$ cat src/hdl/sdmg_pkg.sv
// Shared constants and types for the signed division magic number generator.
// No dependencies; imported by signed_division_magic_generator_unit.
`timescale 1ns / 1ps

package sdmg_pkg;

  // Data word width of the divisor and of the multiplier.
  localparam int unsigned DW = 32;
  // Width of the exponent counter, which runs from BASE_EXP to MAX_EXP.
  localparam int unsigned EXP_W = 6;
  localparam int unsigned SHIFT_W = 5;

  localparam logic [EXP_W-1:0] BASE_EXP   = EXP_W'(31);
  localparam logic [EXP_W-1:0] MAX_EXP    = EXP_W'(63);
  localparam logic [EXP_W-1:0] SHIFT_BIAS = EXP_W'(32);

  // Last step index of a restoring division over a DW-bit dividend.
  localparam logic [SHIFT_W-1:0] DIV_LAST = SHIFT_W'(DW - 1);

  // Result of the shared trial subtractor.
  typedef struct packed {
    logic          ge;    // minuend is at least the subtrahend
    logic [DW:0]   diff;  // minuend minus subtrahend, low bits
  } sub_res_t;

endpackage

$ cat src/hdl/signed_division_magic_generator_unit.sv
// One transaction at a time: an accepted divisor runs through three restoring divisions and the
// refinement loop, which ends on the termination check or at the exponent limit; an invalid
// divisor goes straight to the load state. The input is stalled until the result register
// is loaded. All arithmetic goes through one shared 33-bit trial subtractor. Reset (rst_n
// low, synchronous) idles the unit.
`timescale 1ns / 1ps

// Top level: sequencer plus shared subtractor that computes the magic multiplier and
// post-shift for signed division by a constant. Depends on sdmg_pkg.
module signed_division_magic_generator_unit
  import sdmg_pkg::*;
(
  input  logic                clk,
  input  logic                rst_n,
  input  logic                in_valid,
  output logic                in_stall,
  input  logic signed [DW-1:0] in_divisor,
  output logic                out_valid,
  input  logic                out_stall,
  output logic signed [DW-1:0] out_multiplier,
  output logic [SHIFT_W-1:0]  out_post_shift,
  output logic                out_invalid
);

  // Sequencer states. The three divisions share the same step logic; the refinement
  // loop alternates between a step on the divisor pair and a step on the anc pair.
  localparam logic [2:0] S_IDLE = 3'd0;
  localparam logic [2:0] S_DIVT = 3'd1;  // t mod |d|
  localparam logic [2:0] S_ANC  = 3'd2;  // anc = t - 1 - (t mod |d|)
  localparam logic [2:0] S_DIVA = 3'd3;  // 2^31 / anc
  localparam logic [2:0] S_DIVD = 3'd4;  // 2^31 / |d|
  localparam logic [2:0] S_R2   = 3'd5;  // termination check, then step on q2/r2
  localparam logic [2:0] S_R1   = 3'd6;  // step on q1/r1
  localparam logic [2:0] S_FIN  = 3'd7;  // load the result register

  logic [2:0]         state_r, state_nxt;
  logic               neg_r, neg_nxt;
  logic               inv_r, inv_nxt;
  logic [DW-1:0]      ad_r, ad_nxt;
  logic [DW-1:0]      anc_r, anc_nxt;
  // Division working registers: partial remainder, quotient and dividend shifter.
  logic [DW-1:0]      rem_r, rem_nxt;
  logic [DW-1:0]      quo_r, quo_nxt;
  logic [DW-1:0]      dvd_r, dvd_nxt;
  logic [SHIFT_W-1:0] cnt_r, cnt_nxt;
  // Refinement pairs. q1 needs one extra bit on the step that ends the search;
  // q2 only feeds the low word of the multiplier, so it wraps harmlessly.
  logic [DW:0]        q1_r, q1_nxt;
  logic [DW-1:0]      r1_r, r1_nxt;
  logic [DW-1:0]      q2_r, q2_nxt;
  logic [DW-1:0]      r2_r, r2_nxt;
  logic [DW-1:0]      delta_r, delta_nxt;
  logic [EXP_W-1:0]   p_r, p_nxt;

  logic                out_valid_r, out_valid_nxt;
  logic signed [DW-1:0] out_mult_r, out_mult_nxt;
  logic [SHIFT_W-1:0]  out_shift_r, out_shift_nxt;
  logic                out_inv_r, out_inv_nxt;

  // Shared trial subtractor.
  logic [DW:0]   su_a;
  logic [DW-1:0] su_b;
  logic [DW+1:0] su_full;
  sub_res_t      su;

  logic [DW-1:0] in_abs;
  logic          in_bad;
  logic          brk;
  logic          out_free;
  logic [DW-1:0] t_m1;
  logic [EXP_W-1:0] p_inc;
  logic [EXP_W-1:0] shift_full;

  assign su_full = {1'b0, su_a} - {2'b00, su_b};
  assign su      = {~su_full[DW+1], su_full[DW:0]};

  // t - 1 is 2^31 - 1 for positive divisors and 2^31 for negative ones.
  assign t_m1 = neg_r ? {1'b1, {(DW-1){1'b0}}} : {1'b0, {(DW-1){1'b1}}};

  assign in_abs = in_divisor[DW-1] ? (~in_divisor + DW'(1)) : in_divisor;
  // Zero, plus or minus one, and the most negative value have no magic number.
  assign in_bad = (in_abs < DW'(2)) || (in_divisor == {1'b1, {(DW-1){1'b0}}});

  // The search ends once q1 passes |d| - r2, or meets it with a nonzero r1.
  assign brk = (q1_r > {1'b0, delta_r}) ||
               ((q1_r == {1'b0, delta_r}) && (r1_r != '0));

  assign p_inc      = p_r + EXP_W'(1);
  assign shift_full = p_r - SHIFT_BIAS;
  assign out_free   = ~out_valid_r | ~out_stall;

  always_comb begin
    unique case (state_r)
      S_DIVT, S_DIVA, S_DIVD: begin
        su_a = {rem_r, dvd_r[DW-1]};
        su_b = (state_r == S_DIVA) ? anc_r : ad_r;
      end
      S_ANC: begin
        su_a = {1'b0, t_m1};
        su_b = rem_r;
      end
      S_R2: begin
        su_a = {r2_r, 1'b0};
        su_b = ad_r;
      end
      S_R1: begin
        su_a = {r1_r, 1'b0};
        su_b = anc_r;
      end
      default: begin
        su_a = '0;
        su_b = '0;
      end
    endcase
  end

  always_comb begin
    state_nxt     = state_r;
    neg_nxt       = neg_r;
    inv_nxt       = inv_r;
    ad_nxt        = ad_r;
    anc_nxt       = anc_r;
    rem_nxt       = rem_r;
    quo_nxt       = quo_r;
    dvd_nxt       = dvd_r;
    cnt_nxt       = cnt_r;
    q1_nxt        = q1_r;
    r1_nxt        = r1_r;
    q2_nxt        = q2_r;
    r2_nxt        = r2_r;
    delta_nxt     = delta_r;
    p_nxt         = p_r;
    out_valid_nxt = out_valid_r & out_stall;
    out_mult_nxt  = out_mult_r;
    out_shift_nxt = out_shift_r;
    out_inv_nxt   = out_inv_r;

    unique case (state_r)
      S_IDLE: begin
        if (in_valid) begin
          neg_nxt = in_divisor[DW-1];
          ad_nxt  = in_abs;
          inv_nxt = in_bad;
          rem_nxt = '0;
          quo_nxt = '0;
          // Dividend t = 2^31 plus the sign bit.
          dvd_nxt = {1'b1, {(DW-2){1'b0}}, in_divisor[DW-1]};
          cnt_nxt = '0;
          state_nxt = in_bad ? S_FIN : S_DIVT;
        end
      end
      S_DIVT, S_DIVA, S_DIVD: begin
        rem_nxt = su.ge ? su.diff[DW-1:0] : su_a[DW-1:0];
        quo_nxt = {quo_r[DW-2:0], su.ge};
        dvd_nxt = {dvd_r[DW-2:0], 1'b0};
        cnt_nxt = cnt_r + SHIFT_W'(1);
        if (cnt_r == DIV_LAST) begin
          cnt_nxt = '0;
          if (state_r == S_DIVT) begin
            state_nxt = S_ANC;
          end else begin
            rem_nxt = '0;
            quo_nxt = '0;
            dvd_nxt = {1'b1, {(DW-1){1'b0}}};
            if (state_r == S_DIVA) begin
              q1_nxt    = {1'b0, quo_r[DW-2:0], su.ge};
              r1_nxt    = su.ge ? su.diff[DW-1:0] : su_a[DW-1:0];
              state_nxt = S_DIVD;
            end else begin
              q2_nxt    = {quo_r[DW-2:0], su.ge};
              r2_nxt    = su.ge ? su.diff[DW-1:0] : su_a[DW-1:0];
              p_nxt     = BASE_EXP;
              state_nxt = S_R2;
            end
          end
        end
      end
      S_ANC: begin
        anc_nxt   = su.diff[DW-1:0];
        rem_nxt   = '0;
        quo_nxt   = '0;
        dvd_nxt   = {1'b1, {(DW-1){1'b0}}};
        state_nxt = S_DIVA;
      end
      S_R2: begin
        // No check before the first refinement step.
        if ((p_r != BASE_EXP) && brk) begin
          state_nxt = S_FIN;
        end else begin
          q2_nxt    = {q2_r[DW-2:0], su.ge};
          r2_nxt    = su.ge ? su.diff[DW-1:0] : su_a[DW-1:0];
          state_nxt = S_R1;
        end
      end
      S_R1: begin
        q1_nxt    = {q1_r[DW-1:0], su.ge};
        r1_nxt    = su.ge ? su.diff[DW-1:0] : su_a[DW-1:0];
        delta_nxt = ad_r - r2_r;
        p_nxt     = p_inc;
        state_nxt = (p_inc == MAX_EXP) ? S_FIN : S_R2;
      end
      S_FIN: begin
        if (out_free) begin
          out_valid_nxt = 1'b1;
          out_inv_nxt   = inv_r;
          if (inv_r) begin
            out_mult_nxt  = '0;
            out_shift_nxt = '0;
          end else begin
            // -(q2 + 1) equals ~q2 in two's complement.
            out_mult_nxt  = neg_r ? ~q2_r : (q2_r + DW'(1));
            out_shift_nxt = shift_full[SHIFT_W-1:0];
          end
          state_nxt = S_IDLE;
        end
      end
      default: begin
        state_nxt = S_IDLE;
      end
    endcase
  end

  always_ff @(posedge clk) begin
    if (!rst_n) begin
      state_r     <= S_IDLE;
      out_valid_r <= 1'b0;
    end else begin
      state_r     <= state_nxt;
      out_valid_r <= out_valid_nxt;
    end
  end

  always_ff @(posedge clk) begin
    neg_r       <= neg_nxt;
    inv_r       <= inv_nxt;
    ad_r        <= ad_nxt;
    anc_r       <= anc_nxt;
    rem_r       <= rem_nxt;
    quo_r       <= quo_nxt;
    dvd_r       <= dvd_nxt;
    cnt_r       <= cnt_nxt;
    q1_r        <= q1_nxt;
    r1_r        <= r1_nxt;
    q2_r        <= q2_nxt;
    r2_r        <= r2_nxt;
    delta_r     <= delta_nxt;
    p_r         <= p_nxt;
    out_mult_r  <= out_mult_nxt;
    out_shift_r <= out_shift_nxt;
    out_inv_r   <= out_inv_nxt;
  end

  assign in_stall       = (state_r != S_IDLE);
  assign out_valid      = out_valid_r;
  assign out_multiplier = out_mult_r;
  assign out_post_shift = out_shift_r;
  assign out_invalid    = out_inv_r;

  // An invalid divisor always reports zero multiplier and shift.
  a_invalid_zero: assert property (@(posedge clk) disable iff (!rst_n)
    (out_valid && out_invalid) |-> (out_multiplier == '0 && out_post_shift == '0))
    else $error("invalid result carries nonzero fields");

  // Refinement remainders stay below their divisors.
  a_r2_bound: assert property (@(posedge clk) disable iff (!rst_n)
    (state_r == S_R2 || state_r == S_R1) |-> (r2_r < ad_r))
    else $error("r2 not below |d|");

  a_r1_bound: assert property (@(posedge clk) disable iff (!rst_n)
    (state_r == S_R2 || state_r == S_R1) |-> (r1_r < anc_r))
    else $error("r1 not below anc");

  // A new result only appears after the load state.
  a_out_from_fin: assert property (@(posedge clk) disable iff (!rst_n)
    $rose(out_valid_r) |-> ($past(state_r) == S_FIN))
    else $error("result raised outside the load state");

endmodule
$ cat config.mk
export PLATFORM = sky130hd
export DESIGN_NAME = signed_division_magic_generator_unit
export DESIGN_NICKNAME = d
export VERILOG_FILES = /design/src/hdl/sdmg_pkg.sv /design/src/hdl/signed_division_magic_generator_unit.sv
export SDC_FILE = /design/constraint.sdc
export NUM_CORES = 1
export LEC_CHECK = 0
export ABC_AREA = 1
export BUFFER_PORTS_ARGS = -buffer_cell sky130_fd_sc_hd__buf_2
export CAP_MARGIN = 10
export CORE_MARGIN = 4
export CORE_UTILIZATION = 40
export DETAILED_ROUTE_END_ITERATION = 7
export HOLD_SLACK_MARGIN = 0.03
export MAX_ROUTING_LAYER = met4
export PLACE_DENSITY = 0.61
export SETUP_SLACK_MARGIN = 0.3
export SYNTH_ARGS = -nofsm -noshare
export SYNTH_HDL_FRONTEND = slang
export SYNTH_SLANG_ARGS = --single-unit
$ cat constraint.sdc
create_clock -name clk -period 10.05 [get_ports clk]
set_clock_uncertainty 0.15 [all_clocks]
set_input_delay 3.015 -clock clk [delete_from_list [all_inputs] [get_ports clk]]
set_output_delay 3.015 -clock clk [all_outputs]
set_load 0.005 [all_outputs]
-- Yosys cells after proc, flatten, opt, wreduce, memory -nomap -nowiden
Index checks and enable logic that the tools add are counted.
- register bits after elaboration: 375
- bits of input ports: 36
- output and inout port bits: 40
- add/sub/neg operators: 7
- order comparisons: 2
- equal/unequal tests: 19
- multiplexer cells: 54
- bitwise logic cells: 7
- reductions and logical operators: 20
- operators with widths (operator ; number):
    $mux 32 ; 22
    $pmux 32 s2 ; 3
    $pmux 32 s3 ; 2
    $pmux 33 s4 ; 1
    $pmux 32 s4 ; 1
    $mux 33 ; 3
    $pmux 31 s3 ; 1
    $pmux 33 s2 ; 1
    $not 32->32 ; 2
    $mux 31 ; 2
    $sub 33x32->34 ; 1
    $eq 33x32->1 ; 1
    $gt 33x32->1 ; 1
    $add 32x1->32 const B ; 1
    $add 32x2->32 const B ; 1
    $eq 32x32->1 const B ; 1
    $lt 32x2->1 const B ; 1
    $reduce_bool 32->1 ; 1
    $sub 32x32->32 ; 1
    $mux 6 ; 3
    $pmux 3 s6 ; 1
    $mux 3 ; 5
    $ne 2x2->1 const B ; 7
    $eq 3x3->1 const B ; 4
    26 further kinds ; 42

-- Longest topological paths before layout
- depth in word-level cells: 9
- depth in mapped cells: 24
- depth with buffers taken out: 23

-- Worst setup path before layout
Ideal clock, no wire load.
- path kind: input to register
- from: input in_valid
- to: register dvd_r[0] (enable)
- arrival time: 5364 ps
- path slack: 4088 ps
- stages: 4
- buffers on the path: 0
- path through: inv_1 > a21oi_1 > nor2_1 > inv_1
- cells in the longest elaborated chain, start to end: 2
- RTL lines (what ; RTL line ; source):
    start, declared ; signed_division_magic_generator_unit.sv:15 ; input logic in_valid,
    $ne 2x2->1 (no line) ; -- ;
    $reduce_and 2->1 (no line) ; -- ;
    end signal, assigned ; signed_division_magic_generator_unit.sv:240 ; dvd_r <= dvd_nxt;
    end, declared ; signed_division_magic_generator_unit.sv:44 ; logic [DW-1:0] dvd_r, dvd_nxt;
Every way passes these cells.
A chain may end at the register's enable or synchronous reset.

-- Worst setup path in the final report
- from: register state_r[0]
- to: register rem_r[20] (data pin)
- cells in the longest elaborated chain, start to end: 8
- RTL lines (what ; RTL line ; source):
    start, declared ; signed_division_magic_generator_unit.sv:36 ; logic [2:0] state_r, state_nxt;
    start signal, assigned ; signed_division_magic_generator_unit.sv:228 ; state_r <= state_nxt;
    $eq 3x2->1, or another cell as far along ; signed_division_magic_generator_unit.sv:93, signed_division_magic_generator_unit.sv:96, signed_division_magic_generator_unit.sv:138 ;
    $reduce_or 3->1 or $mux 32 (tied branches) ; signed_division_magic_generator_unit.sv:93, signed_division_magic_generator_unit.sv:138, signed_division_magic_generator_unit.sv:96 ;
    $pmux 33 s4 or $pmux 32 s4 (tied branches) ; signed_division_magic_generator_unit.sv:93 ; unique case (state_r)
    $sub 33x32->34 ; signed_division_magic_generator_unit.sv:74 ; assign su_full = {1'b0, su_a} - {2'b00, su_b};
    $mux 32 ; signed_division_magic_generator_unit.sv:153 ; rem_nxt = su.ge ? su.diff[DW-1:0] : su_a[DW-1:0];
    $mux 32 ; signed_division_magic_generator_unit.sv:159 ; if (state_r == S_DIVT) begin
    $mux 32 ; signed_division_magic_generator_unit.sv:157 ; if (cnt_r == DIV_LAST) begin
    $pmux 32 s3 * ; signed_division_magic_generator_unit.sv:138 ; unique case (state_r)
    end signal, assigned ; signed_division_magic_generator_unit.sv:238 ; rem_r <= rem_nxt;
    end, declared ; signed_division_magic_generator_unit.sv:42 ; logic [DW-1:0] rem_r, rem_nxt;
Mark *: on every way between the ends. The rest lies on a longest branch, timed or not.

==> out/metrics.cfg <==
[sta]
finalCritPeriodShare_pct=52.3
post-route-min-period_ns=5.25
tns_ns=0
max_slew_margin_pct=27.5
rsz0062_at_grt=no
setup_violations=0
drv_slew=0
finalHoldViolations=0
tightest_slew_ns=1.09
max_freq_mhz=190

[grt]
overflow=0
grt_max_degree=97
grt_antenna_before_repair=0
grt_pass1_vias=15900
grt_pass1_wl_um=83400
grt_util_all_layers_pct=18.8

[critical_path]
crit_required_ns=10.17
critical_path.max_stage_delay_ns=0.49
cp-end-kind=flop
arrival_ns=5.38
worstSetupPathType=flop to flop
path_max_fanout=47
critPathTopFamily=buffers and inverters
cp_cell_sequence=inv_2, nand2_1, nor2_4, inv_2, nor2_4, inv_2, o21ai_0, a221oi_1, inv_1, ha_1, a21oi_1, nand2_1, a21oi_1, o21ai_1, nand2_1, nand2_4, inv_2, nand2_1, o21ai_1, nor2_1
crit_path_top_delay_cell=dfxtp_1
critPathBufInv=5
worstSetupStartpointType=flop

[yosys]
yosysTopAreaCell=edfxtp_1
synth.distinct_cells=49
synth-edff-count=371
seq_area_frac_synth_pct=53.0
async_flop_share_pct=0
synth_top_area_share_pct=52.6
synth_top_family_by_area=simple AND/OR/NAND/NOR gates
syn_inst=2343
synth_compound_area_share_pct=12.2
synth_area_um2=21200
synth_nets=2482
synth_ff_type=edfxtp_1
ys_top_cells_by_area=edfxtp_1 (53%), nand2_1 (7.7%), inv_1 (6.7%)
yosys_warnings=0
synthSimpleGateAreaFrac_pct=17.6
muxShareOfSynthArea_pct=0
synthAdderAreaFrac_pct=6.16
avgSynthCellArea_um2=9.03
synthXorXnorAreaFrac_pct=2.77
synth-seq-cells=375

[place]
portBuffers=75
dp_hpwl_um=38200
gp_congestion=0.937

[drt]
detail_route.first_pass.iterations=5
final_antenna_net_count=0
vias=16100
drt-total-wl_um=52100
wl_per_cell_um=16.6
drt_iter0_drc=1396
vias_per_cell=5.15
drc_errors=0

[cts]
clk_latency_ns=0.57
cts_sinks=375
cts_buffer_depth=3
cts_setup_buffers=0
cts_root_buf=clkbuf_16
cts_tree=built
cts_resized=0
hold_buffers=0
cts-buffers-inserted=42
path_clk_slew_ns=0.06
cts.htree.levels=2

[floorplanning]
row_count=84
core_um2=52400
die_w_um=238
die_h_um=238
io_pins=76
dieArea_um2=56700
start_util_pct=40.4

[run]
max_cap_viol_count=0

[outcome]
status=complete, no violations

[layout]
nets=2552
nFillCells=5000
seq_area_um2=11200
diodes=0
drive_above_1_share_pct=7.57
multi_input_area_um2=8230
layout-area-overhead-vs-synth_pct=11.5

[hold_path]
min_path_type=flop to flop

state kept, by name, summed over array words and instances, names as in the netlist, 32 cells and up:
signal,count
q1_r,33
ad_r,32
anc_r,32
delta_r,32
dvd_r,32
out_multiplier,32
q2_r,32
r1_r,32
r2_r,32
rem_r,32
placed cells by master (no fill, tap or decap), types with 4 or more instances in the layout:
cell / netlist / layout
nand2_1: 434 / 434
inv_1: 376 / 375
edfxtp_1: 371 / 371
nor2_1: 299 / 297
o21ai_0: 172 / 172
a21oi_1: 137 / 135
ha_1: 101 / 101
buf_2: 11 / 75
nand3_1: 60 / 60
clkbuf_16: 0 / 43
nor3_1: 39 / 39
xor2_1: 39 / 39
a221oi_1: 37 / 37
o21ai_1: 31 / 31
xnor2_1: 28 / 28
nand4_1: 19 / 19
nand3b_1: 16 / 16
inv_2: 15 / 14
nor4_1: 14 / 14
buf_4: 5 / 13
o21a_1: 9 / 9
clkinv_2: 0 / 8
o221ai_1: 8 / 8
clkbuf_1: 34 / 8
o211ai_1: 7 / 7
a21o_1: 7 / 7
clkinv_1: 0 / 7
a21boi_0: 6 / 6
o21bai_1: 6 / 6
a31oi_1: 6 / 6
a32o_1: 6 / 6
nor2_4: 2 / 5
o2111ai_1: 5 / 5
bufinv_16: 0 / 4
dfxtp_1: 4 / 4
metrics by stage:
stage          setup slack [ns]  cell area [µm²]  util, %  cells  hold WS (ns)
2_1_floorplan              4.09            21200        -   2343         0.274
3_3_place_gp               4.38            22300     42.4   3057         0.371
3_5_place_dp               4.38            22300     42.4   3057         0.383
4_1_cts                    4.79            23600     45.0   3132         0.395
6_report                   4.80            23600     45.0   3132         0.394
5_1_grt                    4.31            23600     45.0   3132         0.401
worst reg2reg max path, delay by kind of cell (launching register included):
family                   cells  cell delay [ns]
adder cells (fa/ha/maj)      1             0.36
flip-flops                   1             0.49
AND/OR/NAND/NOR              8             1.16
buffers and inverters        5             1.46
AO/OA/AOI/OAI                6             1.34
final timing paths:
check | start | end | slack, ns | depth (start not counted)
min | dvd_r[3]$_DFFE_PP_ | dvd_r[4]$_DFFE_PP_ | 0.39 | 2
max reg2reg | state_r[0]$_SDFFE_PN0P_ | rem_r[20]$_SDFFCE_PP0P_ | 4.80 | 20
max | state_r[0]$_SDFFE_PN0P_ | rem_r[20]$_SDFFCE_PP0P_ | 4.80 | 20
min reg2reg | dvd_r[3]$_DFFE_PP_ | dvd_r[4]$_DFFE_PP_ | 0.39 | 2
Yosys cell counts (2+ instances only):
cell type  count
nor2_4         2
a32o_1         6
o21a_1         9
clkbuf_1      34
nand2_4        3
o221ai_1       8
o21ai_0      172
inv_2         15
nor2_1       299
a21o_1         7
xnor2_1       28
o31ai_1        2
a31oi_1        6
nand3b_1      16
buf_6          3
o21ai_2        3
nand4_1       19
o21ai_1       31
a21boi_0       6
buf_1          9
buf_2         11
ha_1         101
nor3_1        39
buf_4          5
o2111ai_1      5
inv_1        376
nor3b_1        2
o21bai_1       6
edfxtp_1     371
nand2_1      434
dfxtp_1        4
or2_2          2
nor4_1        14
nand3_1       60
xor2_1        39
fa_1           2
o211ai_1       7
a21oi_1      137
nor2_2         3
a221oi_1      37
and2_1         2
kinds of logic (layout without fill, tap and decap cells):
logic type,Yosys count,count (layout)
adders and majority gates,103,103
AOI/OAI and AO/OA,446,446
DFF,375,375
xor gates and xnor gates,67,67
buffers and inverters,453,554
and+or+nand+nor,899,899
routing by layer:
layer	vias up	routed length (µm)	part of all wire, %	track usage, %
li1	8053	-	-	-
met1	7452	23100	44	24.9
met2	524	23700	45	29.9
met3	93	3590	6.9	2.70
met4	0	1710	3.3	6.74
met5	-	0	0	-
final cells by class:
cell class              instances  area share, %
flip-flops and latches        375           47.6
multi-input cells            1515           34.9
inverters                     391           6.24
clock buffers                  51           4.69
well taps                     688           3.65
repair buffers                 88           2.00
clock inverters                24          0.981
Power is not shown: default switching activity piles up to over one toggle a cycle in this logic, so the estimate is an artifact.
